`src/cel_pkg.sv`:
```
`default_nettype none

package cel_pkg;

    localparam int PROB_W     = 17;
    localparam int VAL_W      = 40;
    localparam int SUM_W      = 48;
    localparam int EPS_W      = 15;
    localparam int CNT_W      = 16;
    localparam int CFG_W      = 16;
    localparam int LOG_ROUNDS = 24;
    localparam int DIV_W      = 49;
    localparam int DVS_W      = 33;
    localparam int STEP_W     = 6;

    localparam logic [31:0]       LN2_Q32     = 32'd2977044472;
    localparam logic [PROB_W-1:0] ONE_Q16     = 17'd65536;
    localparam logic [SUM_W-1:0]  SUM_MAX     = 48'hFFFF_FFFF_FFFF;
    localparam logic [VAL_W-1:0]  VAL_POS_MAX = 40'h7F_FFFF_FFFF;
    localparam logic [VAL_W-1:0]  VAL_NEG_MAG = 40'h80_0000_0000;

    localparam logic REG_EPSILON = 1'b0;
    localparam logic REG_BATCH   = 1'b1;

    localparam logic FUNC_LOSS = 1'b0;
    localparam logic FUNC_GRAD = 1'b1;
    localparam logic KIND_LOSS = 1'b0;
    localparam logic KIND_GRAD = 1'b1;

    typedef struct packed {
        logic              func;
        logic [PROB_W-1:0] prediction;
        logic [PROB_W-1:0] target;
        logic              last;
    } item_t;

    typedef struct packed {
        logic                    kind;
        logic signed [VAL_W-1:0] value;
        logic                    saturated;
    } result_t;

    typedef struct packed {
        logic load;
        logic prep;
        logic log_step;
        logic ln_mul;
        logic term_mul;
        logic accum;
        logic grad_mul;
        logic div_init;
        logic div_step;
        logic emit;
    } cmd_t;

    typedef struct packed {
        logic func;
        logic tgt_zero;
        logic last;
    } status_t;

endpackage

`default_nettype wire

```
`src/cel_ctrl.sv`:
```
`default_nettype none

module cel_ctrl (
    input  wire logic             clk,
    input  wire logic             rst_n,
    input  wire logic             item_valid,
    output logic                  item_stall,
    output logic                  result_valid,
    input  wire logic             result_stall,
    input  wire cel_pkg::status_t status,
    output cel_pkg::cmd_t         cmd
);

    localparam int STEP_W = cel_pkg::STEP_W;

    typedef enum logic [3:0] {
        S_IDLE,
        S_DECIDE,
        S_PREP,
        S_LOG,
        S_LN,
        S_TERM,
        S_ACC,
        S_GMUL,
        S_DINIT,
        S_DIV,
        S_EMIT
    } state_t;

    state_t                      state_reg;
    logic [cel_pkg::STEP_W-1:0]  cnt_reg;
    logic                        out_valid_reg;
    logic                        room;

    assign room = !out_valid_reg || !result_stall;

    always_comb
    begin
        cmd          = '0;
        cmd.load     = (state_reg == S_IDLE) && item_valid;
        cmd.prep     = (state_reg == S_PREP);
        cmd.log_step = (state_reg == S_LOG);
        cmd.ln_mul   = (state_reg == S_LN);
        cmd.term_mul = (state_reg == S_TERM);
        cmd.accum    = (state_reg == S_ACC);
        cmd.grad_mul = (state_reg == S_GMUL);
        cmd.div_init = (state_reg == S_DINIT);
        cmd.div_step = (state_reg == S_DIV);
        cmd.emit     = (state_reg == S_EMIT) && room;
    end

    always_ff @(posedge clk or negedge rst_n)
    begin
        if (!rst_n)
        begin
            state_reg     <= S_IDLE;
            cnt_reg       <= '0;
            out_valid_reg <= 1'b0;
        end
        else
        begin
            if (state_reg == S_EMIT && room)
            begin
                out_valid_reg <= 1'b1;
            end
            else if (out_valid_reg && !result_stall)
            begin
                out_valid_reg <= 1'b0;
            end
            unique case (state_reg)
                S_IDLE:
                begin
                    if (item_valid)
                    begin
                        state_reg <= S_DECIDE;
                    end
                end
                S_DECIDE:
                begin
                    if (status.func == cel_pkg::FUNC_GRAD)
                    begin
                        state_reg <= S_GMUL;
                    end
                    else if (!status.tgt_zero)
                    begin
                        state_reg <= S_PREP;
                    end
                    else
                    begin
                        state_reg <= status.last ? S_DINIT : S_IDLE;
                    end
                end
                S_PREP:
                begin
                    cnt_reg   <= STEP_W'(cel_pkg::LOG_ROUNDS - 1);
                    state_reg <= S_LOG;
                end
                S_LOG:
                begin
                    cnt_reg <= cnt_reg - 1'b1;
                    if (cnt_reg == '0)
                    begin
                        state_reg <= S_LN;
                    end
                end
                S_LN:
                begin
                    state_reg <= S_TERM;
                end
                S_TERM:
                begin
                    state_reg <= S_ACC;
                end
                S_ACC:
                begin
                    state_reg <= status.last ? S_DINIT : S_IDLE;
                end
                S_GMUL:
                begin
                    state_reg <= S_DINIT;
                end
                S_DINIT:
                begin
                    cnt_reg   <= STEP_W'(cel_pkg::DIV_W - 1);
                    state_reg <= S_DIV;
                end
                S_DIV:
                begin
                    cnt_reg <= cnt_reg - 1'b1;
                    if (cnt_reg == '0)
                    begin
                        state_reg <= S_EMIT;
                    end
                end
                S_EMIT:
                begin
                    if (room)
                    begin
                        state_reg <= S_IDLE;
                    end
                end
                default:
                begin
                    state_reg <= S_IDLE;
                end
            endcase
        end
    end

    assign item_stall   = (state_reg != S_IDLE);
    assign result_valid = out_valid_reg;

endmodule

`default_nettype wire

```
`config.mk`:
```
export PLATFORM = sky130hd
export DESIGN_NAME = cel_ctrl
export DESIGN_NICKNAME = d
export VERILOG_FILES = /design/src/cel_pkg.sv /design/src/cel_ctrl.sv
export SDC_FILE = /design/constraint.sdc
export NUM_CORES = 1
export LEC_CHECK = 0
export BUFFER_PORTS_ARGS = -buffer_cell sky130_fd_sc_hd__buf_2
export CAP_MARGIN = 5
export CORE_MARGIN = 3
export CORE_UTILIZATION = 46
export CTS_BUF_LIST = sky130_fd_sc_hd__clkbuf_8 sky130_fd_sc_hd__clkbuf_16
export DETAILED_ROUTE_END_ITERATION = 6
export PLACE_DENSITY = 0.73
export SLEW_MARGIN = 15
export SYNTH_ARGS = -nofsm -noshare
export SYNTH_HDL_FRONTEND = slang
export SYNTH_SLANG_ARGS = --single-unit
export TNS_END_PERCENT = 50
```
`constraint.sdc`:
```
create_clock -name clk -period 1.58 [get_ports clk]
set_input_delay 0.158 -clock clk [delete_from_list [all_inputs] [get_ports clk]]
set_output_delay 0.158 -clock clk [all_outputs]
set_load 0.01 [all_outputs]
```
=== After elaboration in Yosys (flattened, before gate mapping) ===
Index checks and enable logic that the tools add are counted.

* Add/subtract/negate cells: 1
* Multiply operators: 0
* Div/mod/pow operators: 0
* $lt $le $gt $ge: 0
* Equal/unequal tests: 14
* Shifts and indexed selects: 0
* Mux-type cells: 11
* Bitwise logic cells: 0
* Reduce and logical (&&, ||, !) cells: 13

{| class="wikitable"
|+ Operators by type and width
! operator !! count
|-
| $pmux 4 s11 || 1
|-
| $mux 4 || 7
|-
| $pmux 6 s3 || 1
|-
| $eq 4x3->1 const B || 4
|-
| $eq 4x4->1 const B || 3
|-
| $eq 4x2->1 const B || 2
|-
| $logic_not 6->1 || 1
|-
| $sub 6x1->6 const B || 1
|-
| $eq 4x1->1 const B || 1
|-
| $logic_not 4->1 || 1
|-
| $ne 2x1->1 const B || 2
|-
| $ne 2x2->1 const B || 2
|-
| $reduce_and 4->1 || 1
|-
| $reduce_bool 4->1 || 1
|-
| $logic_and 1x1->1 || 3
|-
| $reduce_bool 3->1 || 1
|-
| $logic_not 1->1 || 2
|-
| $mux 1 || 2
|-
| $reduce_bool 2->1 || 1
|-
| $reduce_or 2->1 || 1
|-
| $logic_or 1x1->1 || 1
|}

* Register bits after elaboration: 11
* Bits in latches: 0
* Memory bits (writable): 0
* Bits in read-only memories: 0
* Input port bits: 7
* Output and inout bits: 12
* Logic and storage cells: 42
* Memories kept: 0

=== Depth between registers and ports, before layout ===
Gate-level depths: netlist of the first run.

* Depth in word-level cells: 4
* Gate-level depth with buffers: 7
* Gate-level depth less buffers: 6

=== Worst setup path before layout of the first run ===
Ideal clock, no wire load.

* Kind: reg2reg
* From: register state_reg[0]
* To: register state_reg[3]
* Library setup time: 0.125 ns
* Arrival time: 1.523 ns
* Data required time: 1.455 ns
* Setup slack: -0.068 ns
* Cell stages (with the launch flop): 5
* Buffers on the path: 0
* Clock period less this slack: 1.648 ns
* Path through: dfrtp_1 -> nand2b_1 -> or4b_4 -> o221ai_2 -> mux2_4

* Word-level cells in the longest chain between the ends: 3
* Elaborated cells between the ends (all ways): 17
* Classes of those cells: eq/ne (14); mux (1); reduce/logical (2)

{| class="wikitable"
|+ Ends and longest elaborated chain
! item !! line !! RTL
|-
| start, declared || cel_ctrl.sv:30 || <nowiki>state_t state_reg;</nowiki>
|-
| start signal, assigned || cel_ctrl.sv:90 || <nowiki>state_reg <= status.last ? S_DINIT : S_IDLE;</nowiki>
|-
| start signal, assigned || cel_ctrl.sv:116 || <nowiki>state_reg <= status.last ? S_DINIT : S_IDLE;</nowiki>
|-
| $eq 4x4->1, or another cell as far along || cel_ctrl.sv:70 || <nowiki>unique case (state_reg)</nowiki>
|-
| $ne 2x2->1 (no source line) or $ne 2x1->1 (tied branches) || n/a ||
|-
| $reduce_and 4->1 (no source line) || n/a ||
|}

Parallel ways exist; a longest one is shown, timed or not.
A chain may end at the register's enable or synchronous reset.

=== Worst setup path in the final report of the first run ===
* From: register state_reg[3]
* To: register state_reg[3]

The elaborated chain is that of the path after synthesis.

==> reports/summary.txt, run 1 <==
================================================================================
Outcome                                                             finished, violations left
Failing checks                                                      negative setup slack
Cell area after synthesis                                             812.0 um^2
Cell chosen for the clock root                                          clkbuf_8
Total vias in the final route                                                763
Final Max Tran Viols                                                           0
Ports placed on the boundary                                                  19
Worst IR drop on VDD                                                  0.001083 V
Critical path data required time                                         1700 ps
PnR worst setup slack                                                  -19.99 ps
Critical Path Start Type                                                    flop
Average wire length per cell after detail routing                       14.67 um
Setup repair after global routing missed its margin                          yes
Area used by sequential logic in the layout                           279.0 um^2
Critical-path cell list                                             buf_6, or4b_4, o221ai_4, mux2_4
Maximum number of pins on one net before global-route repair                  13
Most common cell after layout, fill and taps aside                         buf_2
Worst slew slack as a fraction of its limit                               80.05%
GRT Residual Overflow                                                          0
Overall power                                                            2316 uW
Cts bufs inserted                                                              3
Internal power                                                           1360 uW
Chip height                                                             48.02 um
Worst hold path type                                                   in -> reg
Cells after DPL                                                              130
Count of endpoints failing hold in the final timing report                     0
Master of the slowest instance on the critical path                       or4b_4
Share of Yosys cell area claimed by the top area cell type                33.90%
Die outline area                                                    0.002305 mm^2
Most used flip-flop cell after synthesis                                 dfrtp_1
Arrival time of the worst setup path                                     1720 ps
Area leader, netlist                                                     dfrtp_1
Effective utilization at floorplan                                        51.51%
Syn-to-layout area delta                                                  43.61%
Crit path capture type                                                      flop
Die Wd                                                                  48.02 um
Detailed-route vias per instance                                           5.489
Vias in the first global route                                               702
Row Count                                                                     14
Actual transition at the worst max-transition pin                       296.7 ps
EDFF count, synth                                                              0
Sequential power share                                                     23.7%
Avg Inst Size Synth                                                   9.442 um^2
Largest cells by area after synthesis                               dfrtp_1 34%, nor2_1 3.7%, nand2_1 3.2%, ha_1 3.1%, nor4b_4 2.9%
Layout Skew                                                             2.562 ps
Post-detail-place hpwl                                                   1484 um
Clk pwr share                                                              11.6%
Worst Setup Path Type                                                 reg -> reg
Share of synthesized registers carrying an async set or reset             100.0%
Number of H-tree levels                                                        1
Overall Global Routing Usage                                              19.86%
Latest clock arrival within the worst-skew pair                           240 ps
Post-route insts no fill                                                     139
CTS tree                                                                    done
Static power due to leakage                                         0.0005833 uW
Switch share                                                              41.26%
Core region area                                                    0.001577 mm^2
Cell count after synthesis                                                    86
Number of library cell types mapped by synthesis                              41
Worst-path clk slew                                                        50 ps
Part of the cycle the worst path needs                                    101.3%
Most frequent cells in the layout                                   17 x buf_2, 15 x buf_4, 8 x dfrtp_1, 6 x nor2_1
Min Hold Slack                                                          193.8 ps
Setup-failing EPs final                                                        2
Iteration count of the initial detailed-routing pass                           4
Gate power share                                                           64.7%
Flip-flop and latch count after synthesis                                     11
Share of layout cells above drive strength 1                              52.03%
Syn. warnings                                                                  0
Gp weighted congestion                                                    0.8216
DRC Markers                                                                    0
Min Clock Period, post-route                                             1600 ps
Highest cell delay on the worst timing path                               480 ps
Number of antenna violations at the first check in global routing              0
DRC violation total after the first TritonRoute iteration                     10
Post-Place Setup Slack                                                  6.774 ps
Count of antenna-violating nets left after detailed routing                    0
Global-route wire length before repair                                   3139 um
Critical path peak fanout                                                      6
Highest attainable clock frequency                                    0.6250 GHz
Nets                                                                         133
Total length of routed wires                                             2039 um
Filler Cell Count                                                            111
Max FFs per register                                                           6
Max-capacitance violation count                                                0
Post-Syn Nets                                                                 95
Footprint of the multi-input gates                                    546.8 um^2
Share of the yosys chip area belonging to registers                       33.90%
Number of antenna cells inserted                                               0
Count of clock tree sinks                                                     11
# port buffers                                                                18
Buffer levels on the longest clock path                                        2
Power density normalized to cell area                               1986 mW/mm^2
Net switching power                                                     955.6 uW
================================================================================
-- through the flow --
| step | instance area (um^2) | setup TNS (ps) | utilization (%) |
|---|---|---|---|
| 2_1_floorplan | 833.3 | -9.651 | - |
| 3_3_place_gp | 1021 | 0 | 64.76 |
| 3_5_place_dp | 1021 | 0 | 64.76 |
| 4_1_cts | 1114 | -8.989 | 70.63 |
| 5_1_grt | 1166 | -305.2 | 73.97 |
| 6_report | 1166 | -27.52 | 73.97 |
-- synthesized netlist by cell type, types with 2 or more instances --
library cell   n
nand2_1        7
o21ai_0        4
inv_1          5
mux2i_1        2
ha_1           2
nor3_1         3
nor3b_1        2
a21oi_1        2
buf_2          3
dfrtp_1       11
o211ai_1       2
nor2_1         8
and3_1         2
nand2b_1       3
nor2b_1        3
mux2_2         2
-- cells by family after synthesis --
family | synth area share, %
AND/OR/NAND/NOR | 29.58
AO/OA/AOI/OAI | 16.18
flip-flops | 33.90
buffers and inverters | 5.701
multiplexers | 8.474
XOR/XNOR | 3.082
adder cells (fa/ha/maj) | 3.081
-- final timing paths --
kind                               from           end  slack (ps)  cells past startpoint
hold / removal             result_stall  result_valid         190                      3
setup reg to reg           state_reg[3]  state_reg[3]         -20                      4
max in group asynchronous         rst_n  state_reg[1]        1040                      2
min in group asynchronous         rst_n  result_valid         320                      2
setup / recovery           state_reg[3]  state_reg[3]         -20                      4
hold reg to reg              cnt_reg[5]    cnt_reg[5]         510                      1
-- power groups by stage --
stage | logic (uW) | clock network (uW) | registers, uW
CTS | 1380 | 278 | 539
global placement | 1290 | 0 | 527
detailed placement | 1320 | 0 | 537
floorplan | 867 | 0 | 517
finish | 1500 | 268 | 550
global route | 1640 | 296 | 571
-- critical path, delay by kind of cell (launching register included) --
kind	cells	cell delay, ps
AO/OA/AOI/OAI	1	90
buffers and inverters	1	130
flip-flops	1	470
multiplexers	1	310
AND/OR/NAND/NOR	1	480
-- layer usage --
layer / vias to the layer above / GRT usage [%] / share of wire (%)
met5: - / 0 / 0
li1: 388 / - / -
met1: 356 / 28.54 / 46
met3: 4 / 6.767 / 3.5
met4: 0 / 4.839 / 0.59
met2: 15 / 28.50 / 50
-- final cells by class --
cell class / count / share of cell area (%)
Tap cell: 16 / 1.717
Clock buffer: 3 / 3.541
Sequential cell: 11 / 23.93
Timing Repair Buffer: 37 / 22.00
Multi-Input combinational cell: 66 / 46.89
Inverter: 5 / 1.609
Clock inverter: 1 / 0.3219
-- timing repair --
item                                   CTS  global route
endpoints found under the hold margin   11             0
pin swaps                                0             1
setup endpoints to repair                7            12
resized for setup                        8            11
hold buffers                             1             0
setup buffers                            3             1
Power figures use the tool's default switching activity.
==> inputs of run 2 (changes only) <==
--- a/config.mk
+++ b/config.mk
@@ -7,11 +7,13 @@
 export LEC_CHECK = 0
 export BUFFER_PORTS_ARGS = -buffer_cell sky130_fd_sc_hd__buf_2
 export CAP_MARGIN = 5
+export CELL_PAD_IN_SITES_DETAIL_PLACEMENT = 1
+export CELL_PAD_IN_SITES_GLOBAL_PLACEMENT = 1
 export CORE_MARGIN = 3
-export CORE_UTILIZATION = 46
+export CORE_UTILIZATION = 42
 export CTS_BUF_LIST = sky130_fd_sc_hd__clkbuf_8 sky130_fd_sc_hd__clkbuf_16
 export DETAILED_ROUTE_END_ITERATION = 6
-export PLACE_DENSITY = 0.73
+export PLACE_DENSITY_LB_ADDON = 0.1
 export SLEW_MARGIN = 15
 export SYNTH_ARGS = -nofsm -noshare
 export SYNTH_HDL_FRONTEND = slang
==> constraint.sdc (replaced) <==
create_clock -name clk -period 1.9 [get_ports clk]
set_input_delay 0.19 -clock clk [delete_from_list [all_inputs] [get_ports clk]]
set_output_delay 0.19 -clock clk [all_outputs]
set_load 0.01 [all_outputs]
==> run 2 against run 1 <==
  * The run now ends clean
  * Fmax decreased by 7.5%
  * Clock-buffer cell count unchanged
  * Register-to-register slack improved by 190 ps
  * Clock power decreased by 17%
  * Non-clock buffer count decreased by 14
  * Critical path type unchanged
  * Hold slack improved by 19 ps
  * Clock skew decreased by 0.96 ps
  * Critical endpoint unchanged
  * Largest cell class unchanged
==> reports/summary.txt, run 2 (same netlist as run 1, synthesis figures left out) <==
================================================================================
Outcome                                                             finished, final reports clean
Most common cell after layout, fill and taps aside                         buf_2
Worst slew slack as a fraction of its limit                               75.38%
Actual transition at the worst max-transition pin                       366.1 ps
Part of the cycle the worst path needs                                    91.06%
Worst Min Path Start                                                result_stall
Count of clock tree sinks                                                     11
Worst reg-to-reg path cell count                                               4
Max-capacitance violation count                                                0
Chip height                                                             49.97 um
Iteration count of the initial detailed-routing pass                           3
Count of endpoints failing hold in the final timing report                     0
Highest cell delay on the worst timing path                               510 ps
Crit path capture type                                                      flop
Share of layout cells above drive strength 1                              33.03%
Cell chosen for the clock root                                          clkbuf_8
Worst-path clk slew                                                        50 ps
Footprint of the multi-input gates                                    490.5 um^2
Post-detail-place hpwl                                                   1588 um
DRC violation total after the first TritonRoute iteration                     14
# port buffers                                                                18
Worst Setup Path Type                                                 reg -> reg
Filler Cell Count                                                            219
Total length of routed wires                                             2185 um
Master of the slowest instance on the critical path                      dfrtp_2
CTS tree                                                                    done
Most frequent cells in the layout                                   18 x buf_2, 10 x dfrtp_1, 8 x nor2_1, 7 x nand2_1, 6 x inv_1
Nets                                                                         119
Syn-to-layout area delta                                                  22.19%
Power density normalized to cell area                               1619 mW/mm^2
Endpoint of the worst-slack reg-to-reg timing path                  state_reg[3]
Origin of the critical flop-to-flop path                            state_reg[3]
Effective utilization at floorplan                                        45.54%
Setup repair after global routing missed its margin                           no
Number of antenna violations at the first check in global routing              0
Number of antenna cells inserted                                               0
Final Max Tran Viols                                                           0
Maximum number of pins on one net before global-route repair                  14
Core region area                                                    0.001783 mm^2
Terminating pin of the worst hold path                              result_valid
Critical Path Start Type                                                    flop
DRC Markers                                                                    0
Latest clock arrival within the worst-skew pair                           230 ps
Global-route wire length before repair                                   3788 um
Max FFs per register                                                           6
Critical path peak fanout                                                     13
Setup-failing EPs final                                                        0
Depth of the worst hold-timing path                                            3
Die outline area                                                    0.002497 mm^2
Min Clock Period, post-route                                             1730 ps
Number of H-tree levels                                                        1
Accumulated negative setup slack                                            0 ps
Setup slack of the most critical reg-to-reg path                          170 ps
Static power due to leakage                                         0.0004966 uW
Layout Skew                                                             1.603 ps
Die Wd                                                                  49.97 um
Worst IR drop on VDD                                                 0.0007966 V
Count of antenna-violating nets left after detailed routing                    0
Ports placed on the boundary                                                  19
Row Count                                                                     15
Critical-path cell list                                             xor2_2, nand2_4, o221ai_2, mux2_4
Vias in the first global route                                               784
Arrival time of the worst setup path                                     1840 ps
Critical path data required time                                         2010 ps
Gp weighted congestion                                                    0.8438
Buffer levels on the longest clock path                                        2
Highest attainable clock frequency                                    0.5780 GHz
GRT Residual Overflow                                                          0
Average wire length per cell after detail routing                       16.31 um
Worst hold path type                                                   in -> reg
Area used by sequential logic in the layout                           276.5 um^2
Total vias in the final route                                                725
Overall Global Routing Usage                                              20.49%
Detailed-route vias per instance                                           5.410
Min Hold Slack                                                          212.4 ps
Cts bufs inserted                                                              3
================================================================================
run 2: layer usage:
metal	share of wire, %	GRT usage [%]	up-vias
li1	-	-	360
met1	46	25.51	350
met2	50	35.90	13
met3	3.6	5.438	2
met4	0.32	2.765	0
met5	0	0	-
run 2: layout make-up:
class	count	area share, %
well taps	25	3.153
flip-flops and latches	11	27.87
multi-input cells	66	49.43
clock inverters	1	0.3783
repair buffers	23	13.11
inverters	5	1.892
clock buffers	3	4.161
run 2: worst max path at each step:
stage                  from           end
2_1_floorplan  state_reg[0]  state_reg[3]
3_3_place_gp   state_reg[3]  state_reg[3]
3_5_place_dp   state_reg[3]  state_reg[3]
4_1_cts        state_reg[3]  state_reg[3]
5_1_grt        state_reg[3]  state_reg[3]
6_report       state_reg[3]  state_reg[3]
run 2: report_power, final:
part           total [uW]  internal, uW  switching [uW]
Clock                 223           141            81.3
Combinational         915           410             505
Sequential            469           339             130
run 2: repair_timing:
item	4_1_cts	5_1_grt
endpoints found under the setup margin	0	1
buffers inserted	0	0
endpoints found under the hold margin	11	0
resized for setup	0	1
hold buffers	1	0
run 2: through the flow:
step | cells | power (uW) | cell area (um^2) | setup WS (ps) | utilization, %
floorplan | 86 | 1108 | 812.0 | 252.3 | -
global placement | 129 | 1334 | 935.9 | 198.6 | 52.49
CTS | 134 | 1629 | 991.0 | 29.20 | 55.58
global route | 134 | 1760 | 992.2 | 78.73 | 55.65
detailed placement | 129 | 1375 | 935.9 | 103.5 | 52.49
finish | 134 | 1607 | 992.2 | 169.8 | 55.65
run 2: critical path, delay by kind of cell (launching register included):
family | cells | cell delay, ps
mux | 1 | 340
compound gates | 1 | 300
flops | 1 | 510
xor+xnor | 1 | 320
simple gates | 1 | 150
